`src/pcs_pkg.sv`:
```
// Package for the PI clock servo: field widths, mode/method/register codes
// and the shared clamp and limit-check helpers. No dependencies.
`default_nettype none
package pcs_pkg;

	localparam int OFF_W  = 32;
	localparam int TIME_W = 32;
	localparam int GAIN_W = 32;
	localparam int LIM_W  = 47;
	localparam int VAL_W  = 48;
	localparam int PROD_W = 96;
	localparam int STEP_W = 50;
	localparam int WIDE_W = 58;
	localparam int TCAP_W = 8;
	localparam int CFG_AW = 3;

	localparam logic [1:0] MODE_FEED  = 2'd0;
	localparam logic [1:0] MODE_PRIME = 2'd1;
	localparam logic [1:0] MODE_RESET = 2'd2;

	localparam logic [1:0] METH_CONST = 2'd0;
	localparam logic [1:0] METH_MEAS  = 2'd1;
	localparam logic [1:0] METH_SEC   = 2'd2;

	localparam logic [CFG_AW-1:0] REG_GAIN_PROP  = 3'd0;
	localparam logic [CFG_AW-1:0] REG_GAIN_INTEG = 3'd1;
	localparam logic [CFG_AW-1:0] REG_OUT_LIMIT  = 3'd2;
	localparam logic [CFG_AW-1:0] REG_STEP_METH  = 3'd3;
	localparam logic [CFG_AW-1:0] REG_TAU_CAP    = 3'd4;
	localparam logic [CFG_AW-1:0] REG_DELAY_DIV  = 3'd5;

	localparam logic [TIME_W-1:0] ONE_Q16    = 32'h0001_0000;
	localparam logic [GAIN_W-1:0] GAIN_FLOOR = 32'd17;
	localparam logic [STEP_W-1:0] STEP_SAT   = {1'b1, {(STEP_W-1){1'b0}}};

	function automatic logic signed [VAL_W-1:0] clamp_lim(
		input logic signed [WIDE_W-1:0] x,
		input logic [LIM_W-1:0]         lim
	);
		logic signed [WIDE_W-1:0] pos;
		logic signed [WIDE_W-1:0] neg;
		pos = signed'({{(WIDE_W-LIM_W){1'b0}}, lim});
		neg = -pos;
		if (x > pos)
			return pos[VAL_W-1:0];
		if (x < neg)
			return neg[VAL_W-1:0];
		return x[VAL_W-1:0];
	endfunction

	function automatic logic reach_lim(
		input logic signed [VAL_W-1:0] x,
		input logic [LIM_W-1:0]        lim
	);
		logic [VAL_W-1:0] m;
		m = x[VAL_W-1] ? VAL_W'(-x) : x;
		return m >= {1'b0, lim};
	endfunction

endpackage
`default_nettype wire

```
`src/pcs_mul.sv`:
```
// Shared 32x32 unsigned multiplier with registered product.
// Depends on pcs_pkg.
`default_nettype none
module pcs_mul import pcs_pkg::*; (
	input  logic                  clk,
	input  logic [GAIN_W-1:0]     a,
	input  logic [GAIN_W-1:0]     b,
	output logic [2*GAIN_W-1:0]   p_q
);

	always_ff @(posedge clk) begin
		p_q <= a * b;
	end

endmodule
`default_nettype wire

```
`config.mk`:
```
export PLATFORM = sky130hd
export DESIGN_NAME = pcs_mul
export DESIGN_NICKNAME = d
export VERILOG_FILES = /design/src/pcs_pkg.sv /design/src/pcs_mul.sv
export SDC_FILE = /design/constraint.sdc
export NUM_CORES = 2
export LEC_CHECK = 0
export ABC_AREA = 1
export BUFFER_PORTS_ARGS = -buffer_cell sky130_fd_sc_hd__buf_2
export CORE_MARGIN = 5
export CORE_UTILIZATION = 55
export DETAILED_ROUTE_END_ITERATION = 10
export PLACE_DENSITY = 0.72
export SLEW_MARGIN = 40
export SYNTH_ARGS = -nofsm -noshare
export SYNTH_HDL_FRONTEND = slang
export SYNTH_SLANG_ARGS = --single-unit
export TNS_END_PERCENT = 1
```
`constraint.sdc`:
```
create_clock -name clk -period 9.6 [get_ports clk]
set_input_delay 1.92 -clock clk [delete_from_list [all_inputs] [get_ports clk]]
set_output_delay 1.92 -clock clk [all_outputs]
set_load 0.02 [all_outputs]
```
-- Yosys cells after proc, flatten, opt, wreduce, memory -nomap -nowiden
Cells that the tools add are included.
- multipliers: 1
- operator list (operator ; number):
    $mul 32x32->64 ; 1
- logic and storage cells: 2
- bits in registers: 64
- bits of input ports: 65
- output and inout port bits: 64

-- Longest topological paths before layout
- depth in word-level cells: 1
- gate-level depth with buffers: 30

-- Worst setup path before layout
No wires, ideal clock.
- path type: input to register
- start point: input port a[25]
- end point: register p_q[60]
- library setup time: 0.112 ns
- stages on the path: 26
- slack: 1.866 ns
- arrival time: 7.622 ns
- cell sequence: clkbuf_1 -> nand2_1 -> fa_1 -> inv_1 -> fa_1 -> inv_1 -> fa_1 -> inv_1 -> fa_1 -> fa_1 -> fa_1 -> fa_1 -> inv_1 -> fa_1 -> inv_1 -> ha_1 -> nand2_1 -> nand2_1 -> a21oi_1 -> nand2_1 -> nand2_1 -> nand2_1 -> a21oi_1 -> nand2_1 -> nand2_1 -> nand2_1
- longest elaborated chain between the ends: 1
- ends and longest elaborated chain (item ; line ; source):
    from (decl) ; pcs_mul.sv:6 ; input logic [GAIN_W-1:0] a,
    $mul 32x32->64 ; pcs_mul.sv:12 ; p_q <= a * b;
    to (signal assigned) ; pcs_mul.sv:12 ;
    to (decl) ; pcs_mul.sv:8 ; output logic [2*GAIN_W-1:0] p_q
Every way passes these cells.

-- Final worst setup path
- start point: input port a[18]
- end point: register p_q[62]
Same word-level chain as after synthesis.

==> run metrics <==
Crit Path Class in2reg; ys async rst share 0; Slew @ Worst Pin 0.886 ns; Post CTS Setup Buffer Count 0; Placed Instances 5858; Sequential Area 1280 um^2; slowest library cell on the worst path fa_1; WL met3 7600 um; row count 95; Worst slew margin 0.409; Final Hold Slack 2.19 ns; max reg flops 64; Worst Path Required 9.83 ns; synthesized area 37400 um^2; Vias/cell 5.06; Final Cycle Share 0.884; critical path arrival 8.72 ns; routed len/inst 16.9 um; post-synth top area share 0.480; top-count cell post-synth inv_1; Largest regs p_q: 64 flops; CTS Root Cell clkbuf_16; worst-path fanout max 17; WP depth 25; cts hold-fix bufs 0; # clock sinks 64; Syn Inst Count 5023; Remaining DRCs 0; starting density of the core 0.556; routed wl met2 48600 um; Yosys Warn Count 0; Routed WL 99300 um; Antenna Nets Post-Route 0; Area contributors post-synth fa_1 (48%), inv_1 (17%), nand2_1 (16%), ha_1 (8.8%), dfxtp_1 (3.4%); worst path buffer plus inverter count 6; status completed; max_cap viols 0; Chip Height 271 um; max-slew violations 0; worst-case clock buffer depth 2; Iteration-0 DRC Markers 2096; final hold violation count 0; largest net degree at the start of global routing 33; RSZ-0062 raised after global routing no; Chip Width 271 um; top cells by count, synth inv_1 (1723), nand2_1 (1566), fa_1 (896); Worst Hold Class in2reg; uppermost layer routed met4; DR pass1 iterations 5; Fmax 0.118 GHz; TritonCTS Buffers 9; Post-synth EDFFs 0; all-layer global routing usage 0.279; post-CTS sizing 0; htree depth 3; Final Instance Area 39000 um^2; CP max stage delay 0.58 ns; Metal-1 WL 39200 um; Primary FF master, synth dfxtp_1; Reg with most FFs p_q; final std cells w/o fill 5878; Critical Path End Type flop; antenna violations before repair 4; total gr overflow 0; Placed Instance Area 38600 um^2; depth of the worst hold-timing path 3; vias in the first global route 31500; Final GP Congestion 0.958; largest delay contributor family on the critical path adder cells; die area 73300 um^2; area grow syn2layout 4.20%; final setup violation count 0; Seq cells post-synth 64; share of layout cells above drive strength 1 0.0468; minimum clock period 8.49 ns; Startpoint Class primary input; Multi-input gate area 28900 um^2; dpl hpwl 83700 um; Syn Nets 6247; setup TNS 0 ns; cell taking the most area after synthesis fa_1; vias post-DR 29800; post-synthesis sequential area ratio 0.0343; Core Area 67300 um^2; Filler cells 6308; port buffer count 128; # IOs 129; Worst-path clk slew 0.06 ns; Yosys cell types 23; CTS tree built; Avg Inst Size Synth 7.45 um^2; global-route wire length before repair 164000 um; fin nets 6220
-- placed cells by master, fill, tap and decap left out, types with 2 or more instances in the layout --
cell type	n
nor3_1	11
nor2_2	14
inv_2	12
fa_1	896
xnor2_1	2
nor2_4	6
buf_2	125
o21ai_0	2
buf_4	29
nand2_1	1566
diode_2	4
nand3_1	56
xor2_1	33
clkinv_4	2
dfxtp_1	64
inv_1	1723
nor3_2	6
ha_1	263
nand4_1	16
nor2_1	81
a21oi_1	43
nand2_2	15
clkbuf_16	9
o21bai_1	11
nand3_2	9
bufinv_16	3
-- per-stage QoR --
step / setup slack [ns] / util
3_3_place_gp: 0.882 / 0.574
2_1_floorplan: 1.87 / -
6_report: 1.11 / 0.579
5_1_grt: 0.752 / 0.579
4_1_cts: 1.16 / 0.579
3_5_place_dp: 0.816 / 0.574
-- final timing paths --
kind,end,startpoint
setup / recovery,p_q[62],a[18]
hold / removal,p_q[0],b[0]
-- routing by layer --
layer	global-route usage	vias to the layer above
met3	0.0459	250
met2	0.479	1188
met1	0.362	14800
li1	-	13600
met4	0.0969	0
met5	0	-
-- final cells by class --
type                            instances  share of cell area
Multi-Input combinational cell       3032               0.741
Inverter                             1735               0.167
Sequential cell                        64              0.0329
Tap cell                              873              0.0280
Timing Repair Buffer                  154              0.0216
Clock buffer                            9             0.00578
Clock inverter                          7             0.00308
Antenna cell                            4            0.000257
-- kinds of logic after synthesis --
| logic type | Yosys count | synth area share |
|---|---|---|
| AND/OR/NAND/NOR | 1781 | 0.188 |
| buffers and inverters | 1927 | 0.193 |
| flip-flops | 64 | 0.0343 |
| AO/OA/AOI/OAI | 57 | 0.00853 |
| XOR/XNOR | 35 | 0.00820 |
| adder cells (fa/ha/maj) | 1159 | 0.568 |
Power is left out: the tool's default activity adds up to more than one toggle a clock period on the data nets, which glitch-free logic cannot reach.
