### src/pcs_pkg.sv
// Package for the PI clock servo: field widths, mode/method/register codes
// and the shared clamp and limit-check helpers. No dependencies.
`default_nettype none
package pcs_pkg;

	localparam int OFF_W  = 32;
	localparam int TIME_W = 32;
	localparam int GAIN_W = 32;
	localparam int LIM_W  = 47;
	localparam int VAL_W  = 48;
	localparam int PROD_W = 96;
	localparam int STEP_W = 50;
	localparam int WIDE_W = 58;
	localparam int TCAP_W = 8;
	localparam int CFG_AW = 3;

	localparam logic [1:0] MODE_FEED  = 2'd0;
	localparam logic [1:0] MODE_PRIME = 2'd1;
	localparam logic [1:0] MODE_RESET = 2'd2;

	localparam logic [1:0] METH_CONST = 2'd0;
	localparam logic [1:0] METH_MEAS  = 2'd1;
	localparam logic [1:0] METH_SEC   = 2'd2;

	localparam logic [CFG_AW-1:0] REG_GAIN_PROP  = 3'd0;
	localparam logic [CFG_AW-1:0] REG_GAIN_INTEG = 3'd1;
	localparam logic [CFG_AW-1:0] REG_OUT_LIMIT  = 3'd2;
	localparam logic [CFG_AW-1:0] REG_STEP_METH  = 3'd3;
	localparam logic [CFG_AW-1:0] REG_TAU_CAP    = 3'd4;
	localparam logic [CFG_AW-1:0] REG_DELAY_DIV  = 3'd5;

	localparam logic [TIME_W-1:0] ONE_Q16    = 32'h0001_0000;
	localparam logic [GAIN_W-1:0] GAIN_FLOOR = 32'd17;
	localparam logic [STEP_W-1:0] STEP_SAT   = {1'b1, {(STEP_W-1){1'b0}}};

	function automatic logic signed [VAL_W-1:0] clamp_lim(
		input logic signed [WIDE_W-1:0] x,
		input logic [LIM_W-1:0]         lim
	);
		logic signed [WIDE_W-1:0] pos;
		logic signed [WIDE_W-1:0] neg;
		pos = signed'({{(WIDE_W-LIM_W){1'b0}}, lim});
		neg = -pos;
		if (x > pos)
			return pos[VAL_W-1:0];
		if (x < neg)
			return neg[VAL_W-1:0];
		return x[VAL_W-1:0];
	endfunction

	function automatic logic reach_lim(
		input logic signed [VAL_W-1:0] x,
		input logic [LIM_W-1:0]        lim
	);
		logic [VAL_W-1:0] m;
		m = x[VAL_W-1] ? VAL_W'(-x) : x;
		return m >= {1'b0, lim};
	endfunction

endpackage
`default_nettype wire

### src/pcs_div.sv
// Restoring divider, one quotient bit per cycle, quotient saturated at 2^49.
// Divides the 96-bit product by (delay divisor * 256). Depends on pcs_pkg.
`default_nettype none
module pcs_div import pcs_pkg::*; (
	input  logic                clk,
	input  logic                arst_n,
	input  logic                start,
	input  logic [PROD_W-1:0]   dividend,
	input  logic [TIME_W-1:0]   divisor,
	output logic                done,
	output logic [STEP_W-1:0]   quotient
);

	localparam int DEN_W = TIME_W + 8;
	localparam int CNT_W = $clog2(PROD_W);

	logic              run_q;
	logic              done_q;
	logic [CNT_W-1:0]  cnt_q;
	logic [DEN_W-1:0]  den_q;
	logic [DEN_W-1:0]  rem_q;
	logic [PROD_W-1:0] dvd_q;
	logic [STEP_W:0]   quo_q;
	logic              sat_q;

	logic [TIME_W-1:0] div_nz;
	logic [DEN_W:0]    trial;
	logic              ge;
	logic [DEN_W:0]    diff;

	assign div_nz = (divisor == '0) ? TIME_W'(1) : divisor;
	assign trial  = {rem_q, dvd_q[PROD_W-1]};
	assign ge     = trial >= {1'b0, den_q};
	assign diff   = trial - {1'b0, den_q};

	always_ff @(posedge clk or negedge arst_n) begin
		if (!arst_n) begin
			run_q  <= 1'b0;
			done_q <= 1'b0;
		end else begin
			done_q <= 1'b0;
			if (start)
				run_q <= 1'b1;
			else if (run_q && cnt_q == '0) begin
				run_q  <= 1'b0;
				done_q <= 1'b1;
			end
		end
	end

	always_ff @(posedge clk) begin
		if (start) begin
			cnt_q <= CNT_W'(PROD_W - 1);
			den_q <= {div_nz, 8'b0};
			rem_q <= '0;
			dvd_q <= dividend;
			quo_q <= '0;
			sat_q <= 1'b0;
		end else if (run_q) begin
			cnt_q <= cnt_q - 1'b1;
			rem_q <= ge ? diff[DEN_W-1:0] : trial[DEN_W-1:0];
			dvd_q <= {dvd_q[PROD_W-2:0], 1'b0};
			quo_q <= {quo_q[STEP_W-1:0], ge};
			sat_q <= sat_q | quo_q[STEP_W];
		end
	end

	assign done     = done_q;
	assign quotient = (sat_q || quo_q > {1'b0, STEP_SAT}) ? STEP_SAT : quo_q[STEP_W-1:0];

endmodule
`default_nettype wire

### config.mk
export PLATFORM = sky130hd
export DESIGN_NAME = pcs_div
export DESIGN_NICKNAME = d
export VERILOG_FILES = /design/src/pcs_pkg.sv /design/src/pcs_div.sv
export SDC_FILE = /design/constraint.sdc
export NUM_CORES = 1
export LEC_CHECK = 0
export BUFFER_PORTS_ARGS = -buffer_cell sky130_fd_sc_hd__buf_2
export CORE_UTILIZATION = 35
export DETAILED_ROUTE_END_ITERATION = 8
export GPL_ROUTABILITY_DRIVEN = 0
export MAX_ROUTING_LAYER = met4
export PLACE_DENSITY_LB_ADDON = 0.12
export SLEW_MARGIN = 0
export SYNTH_ARGS = -nofsm -noshare
export SYNTH_HDL_FRONTEND = slang
export SYNTH_SLANG_ARGS = --single-unit
### constraint.sdc
create_clock -name clk -period 3.1 [get_ports clk]
set_clock_uncertainty 0.05 [all_clocks]
set_input_delay 0 -clock clk [delete_from_list [all_inputs] [get_ports clk]]
set_output_delay 0 -clock clk [all_outputs]
set_load 0.1 [all_outputs]
======== After elaboration in Yosys (flattened, before gate mapping) ========
Cells that the tools add are included.
operators by class
  bitwise operators ....................... 1
  reduce and logical (&&, ||, !) cells .... 6
  multiplexer cells ....................... 8
  $add $sub $neg .......................... 2
  magnitude comparators ................... 2
operator list
  kind                  number
  $mux 96               2
  $gt 51x50->1 const B  1
  $mux 50               1
  $ge 41x40->1          1
  $mux 40               1
  $sub 40x40->40        1
  $logic_not 32->1      1
  $logic_not 7->1       1
  $sub 7x1->7 const B   1
  $mux 1                4
  $reduce_bool 2->1     2
  $logic_and 1x1->1     1
  $logic_or 1x1->1      1
  $or 1x1->1            1
word-level totals
  bits in registers ....................... 229
  output and inout bits ................... 51

======== Depth between registers and ports, before layout ========
Gate-level depths: netlist (run 1).
  depth after elaboration ................. 4
  depth in mapped cells ................... 15
  depth with buffers taken out ............ 12

======== Worst setup path before layout (run 1) ========
Ideal clock, no wire load.
  kind .................................... reg2reg
  start point ............................. reg run_q
  end point ............................... reg dvd_q[0], enable pin
  buffers on the path ..................... 2
  path slack .............................. -0.293 ns
  required time ........................... 2.601 ns
  cell stages (with the launch flop) ...... 5
  arrival time ............................ 2.894 ns
  path through ............................ dfrtp_1 > clkbuf_1 > clkbuf_1 > nor2_1 > inv_1
on the way
  longest elaborated chain between the ends .. 1
ends and longest elaborated chain
  what                         RTL line       source
  start: declaration           pcs_div.sv:17  logic run_q;
  start signal: assignment     pcs_div.sv:38  run_q <= 1'b0;
  start signal: assignment     pcs_div.sv:43  run_q <= 1'b1;
  start signal: assignment     pcs_div.sv:45  run_q <= 1'b0;
  $reduce_bool 2->1 (no line)  n/a
  end signal: assignment       pcs_div.sv:56  dvd_q <= dividend;
  end signal: assignment       pcs_div.sv:62  dvd_q <= {dvd_q[PROD_W-2:0], 1'b0};
  end: declaration             pcs_div.sv:22  logic [PROD_W-1:0] dvd_q;
Every way passes these cells.
A chain may end at the register's enable or synchronous reset.

======== Final worst setup path (run 1) ========
  start point ............................. reg den_q[9]
  end point ............................... reg rem_q[11]
on the way
  longest elaborated chain between the ends .. 2
  elaborated cells between the ends (all ways) .. 3
  those cells by class .................... add/sub: 1; order compare: 1; mux: 1
ends and longest elaborated chain
  what                                            RTL line                      source
  start: declaration                              pcs_div.sv:20                 logic [DEN_W-1:0] den_q;
  start signal: assignment                        pcs_div.sv:54                 den_q <= {div_nz, 8'b0};
  $sub 40x40->40 or $ge 41x40->1 (tied branches)  pcs_div.sv:34, pcs_div.sv:33
  $mux 40 *                                       pcs_div.sv:61                 rem_q <= ge ? diff[DEN_W-1:0] : trial[DEN_W-1:0];
  end signal: assignment                          pcs_div.sv:61
  end: declaration                                pcs_div.sv:21                 logic [DEN_W-1:0] rem_q;
Mark *: on every way between the ends. The rest lies on a longest branch, timed or not.

==> impl_summary.log, run 1 <==
[metrics] Remaining Overflow, GRT: 0
[metrics] cell accounting for the most synthesized area: sky130_fd_sc_hd__edfxtp_1
[metrics] IR Drop Worst-Case VDD: 0.000453 V
[metrics] Max-slew headroom: 0.542
[metrics] nature of the critical path startpoint: flip-flop
[metrics] HPWL reported at the end of detailed placement: ~17 mm
[metrics] area growth from synthesis to layout: 32.4%
[metrics] clock tree from TritonCTS: yes
[metrics] total stage count of the critical path: 12
[metrics] buffers from clock root to sink, at most: 3
[metrics] CTS clk-pin slew, worst paths: around 0.060 ns
[metrics] post-detailed-route via-to-cell ratio: 4.87
[metrics] setup TNS: 0 ns
[metrics] CP Launch Point: den_q[9]$_SDFFCE_PN0P_
[metrics] capturing element type of the critical path: flip-flop
[metrics] Slew @ Worst Pin: 0.687 ns
[metrics] Min-Delay Path Class: primary input to flip-flop
[metrics] nets@finish: roughly 1500
[metrics] number of register bits inferred by synthesis: 229
[metrics] pwr/cell area: 636 nW/um^2
[metrics] WL final: 26.4 mm
[metrics] TritonCTS Buffers: 27
[metrics] synthesized-area fraction occupied by ao, oa, aoi and oai cells: 0.0841
[metrics] Die X: 182 um
[metrics] result of the run: finished, final reports clean
[metrics] capturing element of the worst setup path: rem_q[11]$_SDFFE_PP0P_
[metrics] Final Slew Violations: 0
[metrics] flip-flop cell with the highest count after synthesis: sky130_fd_sc_hd__edfxtp_1
[metrics] Detailed Route Iter0 Violations: 408
[metrics] category of the most critical setup path: flip-flop to flip-flop
[metrics] part of the Yosys area used for sequential elements: 0.517
[metrics] hold violation count in the final report: 0
[metrics] main area contributors after synthesis: sky130_fd_sc_hd__edfxtp_1, sky130_fd_sc_hd__dfxtp_1, sky130_fd_sc_hd__mux2_2, sky130_fd_sc_hd__mux2i_1, sky130_fd_sc_hd__ha_1
[metrics] synthesis warning total: 0
[metrics] net count after synthesis: 1190
[metrics] floorplan row count: 65
[metrics] largest driver fanout on the critical path: 14
[metrics] Crit path max-delay family: compound AO/OA/AOI/OAI gates
[metrics] pin count of the biggest net entering global routing: 108
[metrics] Crit Reg-Reg Startpoint: den_q[9]$_SDFFCE_PN0P_
[metrics] minimum setup slack after placement: between 0.08 and 0.09 ns
[metrics] number of I/O pins: 182
[metrics] critical-path cell list: inv_1 > ha_1 > nor2b_1 > o21bai_1 > a21boi_2 > o31a_2 > a2111oi_2 > or3_1 > and2_4 > buf_12 > mux2i_1 > a211oi_1
[metrics] Max Fclk: 342 MHz
[metrics] clock period minus final worst setup slack: approximately 2.9 ns
[metrics] mux share of post-synthesis cell area: 0.161
[metrics] Clk Tree Root Cell: sky130_fd_sc_hd__clkbuf_16
[metrics] max-cap check violation count: 0
[metrics] remaining routing DRC violations: 0
[metrics] number of cell instances on the worst register-to-register path: 12
[metrics] share of async-settable or async-resettable flops after synthesis: 0.00873
[metrics] worst hold stages: 2
[metrics] simple-gate share of the synthesized area: 0.132
[metrics] clock sink total: approximately 230
[metrics] number of detailed-route iterations in the first pass: 4
[metrics] wire length of the first global-routing pass: 43.0 mm
[metrics] Worst R2R Setup Slack: between 0.15 and 0.2 ns
[metrics] via count of the first global-routing pass: 8366
[metrics] post-route total power: 0.00957 W
[metrics] mean routed wirelength per cell: 15.2 um
[metrics] clock latency on the worst-skew pair: 0.54 ns
[metrics] required time at the worst-slack endpoint: ~3.5 ns
[metrics] fraction of synthesized cell area in xor and xnor cells: 0.0231
[metrics] static leakage power: 6.77 nW
[metrics] utilization after layout: 0.474
[metrics] Die H: about 180 um
[metrics] endpoint of the most critical register-to-register path: rem_q[11]$_SDFFE_PP0P_
[metrics] floorplan die area: 33200 sq um
[metrics] adder and majority gate portion of the synthesized area: 0.0381
[metrics] worst setup slack after layout: 0.179 ns
[metrics] fraction of layout cells with a size suffix above 1: 0.273
[metrics] total routing resource utilization after global routing: 0.162
[metrics] post-synthesis instance area: 11400 sq um
[metrics] CTS H-Tree Depth: 1
[metrics] combined buffer and inverter count along the critical path: 2
[metrics] Finish-stage setup viols: 0
[metrics] RSZ-0062 raised after global routing: no
[metrics] CP arrival: approximately 3.3 ns
[metrics] standard cell core area: 31700 sq um
[metrics] critical path's slowest cell: sky130_fd_sc_hd__edfxtp_1
[metrics] portion of synthesized cell area occupied by the leading cell type: 0.338
[metrics] number of antenna violations at the first check in global routing: 1
[metrics] Avg Synthesized Cell Area: 11.1 sq um
[metrics] dominant combinational cell family by area after synthesis: multiplexers
[metrics] number of synthesized flops with an enable pin: 128
[metrics] final cycle utilization of the critical path: 0.942
[metrics] highest cell delay on the worst timing path: a little under 0.4 ns
[metrics] Unique masters post-synth: 65
[metrics] remaining antenna violation count after routing: 0
[metrics] initial core utilization: 0.358
[metrics] number of buffers inserted by port buffering: 181
[metrics] Mapped Cells: 1025
[metrics] detailed-route via count: between 8000 and 9000
==> metal layers <==
metal  wire, um  global-route usage
met1      13200               0.226
met2      11500               0.246
met3       1090              0.0251
met4        486              0.0387
met5          0                   -
==> Yosys cell counts, drive strengths merged (2+ instances only) <==
| library cell | n |
|---|---|
| edfxtp | 128 |
| nand2b | 13 |
| and3b | 3 |
| nand2 | 40 |
| nor3 | 4 |
| or4 | 2 |
| o21bai | 6 |
| o221ai | 2 |
| o31a | 2 |
| a31o | 2 |
| a21oi | 37 |
| nand3b | 3 |
| nor2 | 106 |
| o21a | 4 |
| nand4b | 2 |
| nand4 | 12 |
| mux2i | 75 |
| nor4 | 24 |
| o211ai | 4 |
| a31oi | 3 |
| ha | 33 |
| a211oi | 24 |
| dfrtp | 2 |
| or3 | 7 |
| inv | 40 |
| o311ai | 2 |
| a21boi | 4 |
| a32oi | 4 |
| a21o | 14 |
| o21ai | 23 |
| nor2b | 6 |
| o22ai | 2 |
| and3 | 4 |
| mux2 | 96 |
| clkbuf | 67 |
| nand3 | 11 |
| and2 | 54 |
| dfxtp | 99 |
| buf | 17 |
| o31ai | 2 |
| xor2 | 16 |
| xnor2 | 14 |
==> where the power goes <==
part	switching, W	internal (W)	total [W]	leakage [nW]
combinational	0.00132	0.00126	0.00258	4.16
sequential	0.000180	0.00356	0.00374	2.15
clock	0.00128	0.00197	0.00325	0.464
==> cells in the final DEF, fill, tap and decap left out, drive strengths merged, types with 5 or more instances in the layout <==
cell type,n
nand2,40
nand3,11
xnor2,14
nand4,12
a21oi,37
xor2,16
mux2,96
dfxtp,99
clkbuf,78
a211oi,24
nor4,24
and2,54
nor2b,6
clkinv,5
o21ai,23
a21o,14
o21bai,6
edfxtp,128
or3,7
ha,33
nand2b,13
inv,40
buf,169
mux2i,75
nor2,106
dlygate4sd3,133
==> state kept, by name (all words and copies together) (netlist names) <==
signal  flops
sat_q       1
quo_q      51
den_q      32
dvd_q      96
cnt_q       7
done        1
rem_q      40
run_q       1
==> cells by family (layout without fill, tap and decap cells) <==
logic type / after synthesis / count (layout)
adder cells (fa/ha/maj): 34 / 34
other: 0 / 1
XOR/XNOR: 30 / 30
AND/OR/NAND/NOR: 295 / 295
AO/OA/AOI/OAI: 142 / 142
multiplexers: 171 / 171
buffers and inverters: 124 / 427
flip-flops: 229 / 229
==> area by class of cell <==
type | instances | area [sq um]
Multi-Input combinational cell | 672 | 4990
Tap cell | 402 | 503
Timing Repair Buffer | 337 | 2580
Inverter | 40 | 154
Sequential cell | 229 | 5880
Clock buffer | 43 | 890
Clock inverter | 7 | 48.8
Antenna cell | 1 | 2.50
Fill cell | 2978 | 16700
==> how the worst min path moves through the flow <==
stage | from | to | slack, ns
after floorplan | arst_n | done$_DFF_PN0_ | -0.35
after global placement | arst_n | done$_DFF_PN0_ | -0.26
after detailed placement | arst_n | done$_DFF_PN0_ | -0.26
after CTS | divisor[15] | den_q[23]$_SDFFCE_PN0P_ | 0.11
after global routing | divisor[29] | den_q[37]$_SDFFCE_PN0P_ | 0.13
final | divisor[10] | den_q[18]$_SDFFCE_PN0P_ | 0.15
==> worst reg2reg max path: stages, from the launching register on <==
cell and delay [ns]:
sky130_fd_sc_hd__edfxtp_1 0.39, sky130_fd_sc_hd__inv_1 0.06, sky130_fd_sc_hd__ha_1 0.30, sky130_fd_sc_hd__nor2b_1 0.15, sky130_fd_sc_hd__o21bai_1 0.16, sky130_fd_sc_hd__a21boi_2 0.09
sky130_fd_sc_hd__o31a_2 0.34, sky130_fd_sc_hd__a2111oi_2 0.34, sky130_fd_sc_hd__or3_1 0.18, sky130_fd_sc_hd__and2_4 0.22, sky130_fd_sc_hd__buf_12 0.17, sky130_fd_sc_hd__mux2i_1 0.24
sky130_fd_sc_hd__a211oi_1 0.10
==> repair_timing <==
action                                  in CTS  in global routing
buffers inserted                             0                  2
resized for setup                            0                 36
endpoints found under the setup margin       0                 56
hold buffers                               133                  0
hold endpoints to repair                   149                  0
==> stage by stage <==
step / hold WS (ns) / instances / area, sq um
after floorplan: -0.346 / 1025 / 11400
after global placement: -0.255 / 1545 / 12700
after detailed placement: -0.256 / 1545 / 12700
after CTS: 0.113 / 1728 / 14900
after global routing: 0.132 / 1731 / 15000
final: 0.146 / 1731 / 15000
No activity file was read; power rests on OpenSTA's default activity.
==> run 2: changes to the inputs <==
Settings changed: BUFFER_PORTS_ARGS -buffer_cell sky130_fd_sc_hd__buf_2 to -buffer_cell sky130_fd_sc_hd__clkbuf_2, CORE_UTILIZATION 35 to 30.
==> run 2 against run 1 <==
  * Global-route usage shrank 1.4 points
  * Wire length grew 4.9%
  * Largest cell class unchanged
  * Utilization shrank 6.6 points
  * Die area grew 16%
  * Combinational power is essentially flat
  * Largest power group unchanged
  * Worst hold slack lost 0.022 ns
  * Sequential share of layout area shrank 0.10 points
  * Clock power shrank 7.1%
  * Critical path depth shrank 1
  * Clock-buffer cell count grew 1
  * Power shrank 2.6%
  * Critical endpoint is now rem_q[39]$_SDFFE_PP0P_
  * Register-to-register slack is essentially flat
==> impl_summary.log, run 2 (same netlist as run 1, synthesis figures left out) <==
[metrics] result of the run: finished, final reports clean
[metrics] setup TNS: 0 ns
[metrics] Crit path max-delay family: compound AO/OA/AOI/OAI gates
[metrics] number of buffers inserted by port buffering: 181
[metrics] CTS clk-pin slew, worst paths: 0.06 ns
[metrics] highest cell delay on the worst timing path: 0.41 ns
[metrics] worst min-delay path endpoint: den_q[18]$_SDFFCE_PN0P_
[metrics] most frequent cells in the layout: sky130_fd_sc_hd__dlygate4sd3_1, sky130_fd_sc_hd__clkbuf_2, sky130_fd_sc_hd__edfxtp_1, sky130_fd_sc_hd__nor2_1, sky130_fd_sc_hd__dfxtp_1
[metrics] standard cell core area: 37000 sq um
[metrics] wire length of the first global-routing pass: 45.1 mm
[metrics] number of antenna violations at the first check in global routing: 2
[metrics] Clk Tree Root Cell: sky130_fd_sc_hd__clkbuf_16
[metrics] largest driver fanout on the critical path: 5
[metrics] hold violation count in the final report: 0
[metrics] Die H: roughly 200 um
[metrics] critical-path cell list: inv_1 > ha_1 > nor2b_1 > o21bai_1 > a21boi_2 > o31a_2 > o21ai_0 > o21ai_0 > mux2_2 > a31o_1 > a311oi_2
[metrics] number of cells after detailed placement: 1646
[metrics] HPWL reported at the end of detailed placement: around 18 mm
[metrics] clock tree from TritonCTS: yes
[metrics] final cycle utilization of the critical path: 0.941
[metrics] final non-filler cell area: 15100 sq um
[metrics] post-detailed-route via-to-cell ratio: 4.58
[metrics] critical path's slowest cell: sky130_fd_sc_hd__edfxtp_1
[metrics] highest metal layer with signal wires: met4
[metrics] buffers from clock root to sink, at most: 3
[metrics] mean routed wirelength per cell: 15.1 um
[metrics] TritonCTS Buffers: 28
[metrics] sum of met3 wire segment lengths after detailed routing: 1.08 mm
[metrics] CP arrival: about 3.3 ns
[metrics] met2 wirelength from detailed routing: 12.3 mm
[metrics] worst hold stages: 2
[metrics] capturing element type of the critical path: flip-flop
[metrics] worst setup slack after layout: 0.183 ns
[metrics] Die X: roughly 200 um
[metrics] Finish-stage setup viols: 0
[metrics] clock sink total: 229
[metrics] post-route non-filler standard cell count: 1831
[metrics] Detailed Route Iter0 Violations: 412
[metrics] pin count of the biggest net entering global routing: between 100 and 150
[metrics] nets@finish: ~1500
[metrics] Final Slew Violations: 0
[metrics] detailed-route via count: 8390
[metrics] required time at the worst-slack endpoint: 3.53 ns
[metrics] total placed instance area: 12800 sq um
[metrics] total routing resource utilization after global routing: 0.148
[metrics] via count of the first global-routing pass: 8669
[metrics] remaining antenna violation count after routing: 0
[metrics] category of the most critical setup path: flip-flop to flip-flop
[metrics] nature of the critical path startpoint: flip-flop
[metrics] initial core utilization: 0.308
[metrics] endpoint of the most critical register-to-register path: rem_q[39]$_SDFFE_PP0P_
[metrics] register with the highest flop count: dvd_q
[metrics] IR Drop Worst-Case VDD: 0.000390 V
[metrics] remaining routing DRC violations: 0
[metrics] pwr/cell area: 618 nW/um^2
[metrics] RSZ-0062 raised after global routing: no
[metrics] Max Fclk: 343 MHz
[metrics] floorplan row count: 70
[metrics] Fill cells: 3657
[metrics] number of I/O pins: 182
[metrics] Crit Reg-Reg Startpoint: den_q[9]$_SDFFCE_PN0P_
[metrics] WL final: 27.6 mm
[metrics] max-cap check violation count: 0
[metrics] CTS H-Tree Depth: 1
[metrics] Max-slew headroom: 0.455
[metrics] Worst R2R Setup Slack: 0.18 ns
[metrics] clock period minus final worst setup slack: 2.92 ns
[metrics] number of detailed-route iterations in the first pass: 4
[metrics] area growth from synthesis to layout: 32.7%
[metrics] critical path's most frequent cell: sky130_fd_sc_hd__o21ai_0
[metrics] floorplan die area: 38700 sq um
[metrics] met1 wire length: 13.7 mm
[metrics] fraction of layout cells with a size suffix above 1: 0.263
[metrics] Remaining Overflow, GRT: 0
[metrics] static leakage power: 6.70 nW
[metrics] minimum setup slack after placement: 0.145 ns
[metrics] max FFs per register: 96
[metrics] registers with the highest flip-flop counts: dvd_q: 96 flops, quo_q: 51 flops, rem_q: 40 flops
[metrics] Slew @ Worst Pin: around 0.8 ns
[metrics] clock latency on the worst-skew pair: around 0.57 ns
[metrics] Min-Delay Path Class: primary input to flip-flop
[metrics] post-route total power: 0.00932 W
[metrics] number of cell instances on the worst register-to-register path: 11
[metrics] start point of the worst min-delay path: divisor[10]
[metrics] combined buffer and inverter count along the critical path: 1
-- run 2: cell count changes in the layout (fill, tap and decap cells not counted), sizes merged --
| cell | delta |
|---|---|
| clkbuf | +147 |
| diode | +1 |
| dlygate4sd3 | -2 |
| clkinvlp | +1 |
| buf | -148 |
| inv | -1 |
-- run 2: metrics by stage --
stage / util / hold slack [ns]
6_report: 0.408 / 0.124
5_1_grt: 0.408 / 0.104
4_1_cts: 0.407 / 0.0700
3_5_place_dp: 0.346 / -0.257
3_3_place_gp: 0.346 / -0.254
2_1_floorplan: - / -0.346
-- run 2: repair_timing --
action / in CTS / in global routing
hold buffers: 131 / 0
endpoints found under the setup margin: 49 / 40
resized for setup: 49 / 7
pin swaps: 0 / 0
setup buffers: 0 / 1
endpoints found under the hold margin: 146 / 0
-- run 2: worst max path at each step --
stage / from / to / cells past startpoint
after floorplan: run_q$_DFFE_PN0P_ / dvd_q[0]$_SDFFCE_PN0P_ / 4
after global placement: den_q[31]$_SDFFCE_PN0P_ / rem_q[30]$_SDFFE_PP0P_ / 10
after detailed placement: den_q[31]$_SDFFCE_PN0P_ / rem_q[30]$_SDFFE_PP0P_ / 10
after CTS: quo_q[18]$_SDFFE_PP0P_ / quotient[48] / 8
after global routing: den_q[9]$_SDFFCE_PN0P_ / rem_q[31]$_SDFFE_PP0P_ / 12
final: den_q[9]$_SDFFCE_PN0P_ / rem_q[39]$_SDFFE_PP0P_ / 11
-- run 2: layout make-up --
class                           count  area [sq um]  share of cell area
Timing Repair Buffer              333          2570               0.171
Clock inverter                      7          62.6             0.00415
Antenna cell                        2          5.00            0.000332
Clock buffer                       44           771              0.0511
Sequential cell                   229          5880               0.390
Inverter                           40           154              0.0102
Multi-Input combinational cell    672          5010               0.332
Tap cell                          504           631              0.0418
-- run 2: worst reg2reg max path: stages (launching register included) --
cell	delay, ns
sky130_fd_sc_hd__edfxtp_1	0.41
sky130_fd_sc_hd__inv_1	0.08
sky130_fd_sc_hd__ha_1	0.23
sky130_fd_sc_hd__nor2b_1	0.15
sky130_fd_sc_hd__o21bai_1	0.17
sky130_fd_sc_hd__a21boi_2	0.09
sky130_fd_sc_hd__o31a_2	0.36
sky130_fd_sc_hd__o21ai_0	0.33
sky130_fd_sc_hd__o21ai_0	0.23
sky130_fd_sc_hd__mux2_2	0.31
sky130_fd_sc_hd__a31o_1	0.19
sky130_fd_sc_hd__a311oi_2	0.22
-- run 2: metal layers --
layer	up-vias	global-route usage
met3	34	0.0258
met4	0	0.0336
met2	160	0.227
met5	-	-
li1	4241	-
met1	3955	0.202
-- run 2: power by group --
part	internal, W	leakage (nW)	switching, W	total (W)
Clock	0.00171	0.393	0.00131	0.00302
Sequential	0.00356	2.15	0.000176	0.00373
Combinational	0.00126	4.15	0.00131	0.00257
Total	0.00652	6.70	0.00280	0.00932
==> run 3: changes to the inputs <==
Settings changed: REMOVE_ABC_BUFFERS set to 1.
==> run 3 against run 2 <==
  * Combinational power is 2% higher
  * Power is 3.0% higher
  * Die area stayed put
  * Utilization is 0.23 points higher
  * Flip-flop and latch count stayed put
  * Fmax is 1.3% higher
==> impl_summary.log, run 3 (same netlist as run 1, synthesis figures left out) <==
[metrics] result of the run: finished, final reports clean
[metrics] number of detailed-route iterations in the first pass: 4
[metrics] number of cells after detailed placement: 1652
[metrics] total routing resource utilization after global routing: 0.155
[metrics] standard cell core area: between 30000 and 40000 sq um
[metrics] worst hold slack: ~0.11 ns
[metrics] post-route non-filler standard cell count: 1838
[metrics] registers with the highest flip-flop counts: dvd_q: 96 flops, quo_q: 51 flops, rem_q: 40 flops
[metrics] max FFs per register: 96
[metrics] wire length of the first global-routing pass: 46.8 mm
[metrics] clock tree from TritonCTS: yes
[metrics] nets@finish: 1476
[metrics] nature of the critical path startpoint: flip-flop
[metrics] IR Drop Worst-Case VDD: 0.000431 V
[metrics] buffers from clock root to sink, at most: 3
[metrics] detailed-route via count: 8485
[metrics] Min-Delay Path Class: primary input to flip-flop
[metrics] post-detailed-route via-to-cell ratio: 4.62
[metrics] fraction of layout cells with a size suffix above 1: 0.270
[metrics] ant diodes: 0
[metrics] final cycle utilization of the critical path: 0.929
[metrics] Die X: 197 um
[metrics] CP Launch Point: den_q[9]$_SDFFCE_PN0P_
[metrics] area growth from synthesis to layout: 33.5%
[metrics] critical path's slowest cell: sky130_fd_sc_hd__edfxtp_1
[metrics] Remaining Overflow, GRT: 0
[metrics] max-cap check violation count: 0
[metrics] Detailed Route Iter0 Violations: 377
[metrics] Final Slew Violations: 0
[metrics] hold violation count in the final report: 0
[metrics] HPWL reported at the end of detailed placement: 19.4 mm
[metrics] number of cell instances on the worst register-to-register path: 12
[metrics] Fill cells: 3697
[metrics] pin count of the biggest net entering global routing: 103
[metrics] TritonCTS Buffers: 29
[metrics] remaining antenna violation count after routing: 0
[metrics] Finish-stage setup viols: 0
[metrics] remaining routing DRC violations: 0
[metrics] WL final: 28.7 mm
[metrics] clock latency on the worst-skew pair: 0.56 ns
[metrics] capturing element type of the critical path: flip-flop
[metrics] Clk Tree Root Cell: sky130_fd_sc_hd__clkbuf_16
[metrics] static leakage power: 6.79 nW
[metrics] mean routed wirelength per cell: 15.6 um
[metrics] highest cell delay on the worst timing path: ~0.42 ns
[metrics] clock period minus final worst setup slack: 2.88 ns
[metrics] initial core utilization: 0.308
[metrics] Max-slew headroom: 0.390
[metrics] pwr/cell area: between 600 and 700 nW/um^2
[metrics] CTS H-Tree Depth: 1
[metrics] CTS clk-pin slew, worst paths: 0.06 ns
[metrics] clock sink total: 229
[metrics] total placed instance area: 12800 sq um
[metrics] Crit path max-delay family: compound AO/OA/AOI/OAI gates
[metrics] register with the highest flop count: dvd_q
[metrics] number of I/O pins: 182
[metrics] CP arrival: 3.26 ns
[metrics] number of antenna violations at the first check in global routing: 0
[metrics] worst hold stages: 2
[metrics] combined buffer and inverter count along the critical path: 2
[metrics] Max Fclk: 347 MHz
[metrics] largest driver fanout on the critical path: 11
[metrics] category of the most critical setup path: flip-flop to flip-flop
[metrics] most frequent cells in the layout: sky130_fd_sc_hd__clkbuf_2, sky130_fd_sc_hd__dlygate4sd3_1, sky130_fd_sc_hd__edfxtp_1, sky130_fd_sc_hd__nor2_1, sky130_fd_sc_hd__dfxtp_1
[metrics] Crit Reg-Reg Startpoint: den_q[9]$_SDFFCE_PN0P_
[metrics] number of buffers inserted by port buffering: 181
[metrics] final non-filler cell area: 15200 sq um
[metrics] setup TNS: 0 ns
[metrics] via count of the first global-routing pass: 8908
[metrics] Die H: 197 um
[metrics] start point of the worst min-delay path: divisor[16]
[metrics] most frequent standard cell in the layout excluding fill and tap cells: sky130_fd_sc_hd__clkbuf_2
[metrics] floorplan row count: 70
[metrics] floorplan die area: ~39000 sq um
[metrics] Slew @ Worst Pin: 0.906 ns
[metrics] total stage count of the critical path: 12
[metrics] critical-path cell list: inv_1 > ha_1 > nor2b_1 > o21bai_1 > a21boi_2 > o31a_2 > a2111oi_4 > or3_1 > and2_4 > buf_12 > mux2i_1 > a211oi_1
[metrics] minimum setup slack after placement: approximately 0.084 ns
[metrics] worst setup slack after layout: 0.219 ns
[metrics] required time at the worst-slack endpoint: 3.48 ns
==> run 3: cell types whose count changed in the layout (fill, tap and decap cells not counted), moves of 3 or more <==
cell / delta
sky130_fd_sc_hd__buf_4: +5
sky130_fd_sc_hd__clkbuf_1: -3
sky130_fd_sc_hd__clkbuf_2: +12
sky130_fd_sc_hd__clkbuf_4: -13
sky130_fd_sc_hd__clkbuf_8: +5
sky130_fd_sc_hd__clkinvlp_4: -3
==> run 3: per-stage QoR <==
| stage | total power [W] | util |
|---|---|---|
| floorplan | 0.00544 | - |
| global placement | 0.00624 | 0.347 |
| detailed placement | 0.00623 | 0.347 |
| CTS | 0.00968 | 0.407 |
| global route | 0.0102 | 0.410 |
| finish | 0.00960 | 0.410 |
==> run 3: final timing paths <==
kind | slack [ns] | endpoint
setup / recovery | 0.22 | rem_q[17]$_SDFFE_PP0P_
hold reg to reg | 0.40 | done$_DFF_PN0_
hold / removal | 0.11 | den_q[24]$_SDFFCE_PN0P_
max in group asynchronous | 2.59 | run_q$_DFFE_PN0P_
min in group asynchronous | 0.28 | run_q$_DFFE_PN0P_
setup reg to reg | 0.22 | rem_q[17]$_SDFFE_PP0P_
==> run 3: where the power goes <==
part	switching (W)	internal, W	total (W)
clock	0.00135	0.00189	0.00324
sequential	0.000186	0.00356	0.00374
combinational	0.00132	0.00129	0.00261
total	0.00286	0.00673	0.00960
==> run 3: metal layers <==
metal / share of wire / GRT usage / vias up
met4: 0.025 / 0.0445 / 0
met2: 0.47 / 0.246 / 165
met3: 0.044 / 0.0301 / 49
met1: 0.46 / 0.200 / 4027
li1: - / - / 4244
met5: 0 / - / -
==> run 3: cell type report <==
class                   instances  area [sq um]  share of cell area
well taps                     504           631              0.0416
clock inverters                 7          57.6             0.00379
inverters                      40           153              0.0101
repair buffers                339          2600               0.171
clock buffers                  47           853              0.0562
flip-flops and latches        229          5880               0.388
multi-input cells             672          5000               0.330
==> run 3: timing repair <==
item | CTS | global route
buffers inserted | 0 | 1
hold buffers | 131 | 0
gates resized for setup | 0 | 76
endpoints found under the hold margin | 146 | 0
setup endpoints to repair | 0 | 58
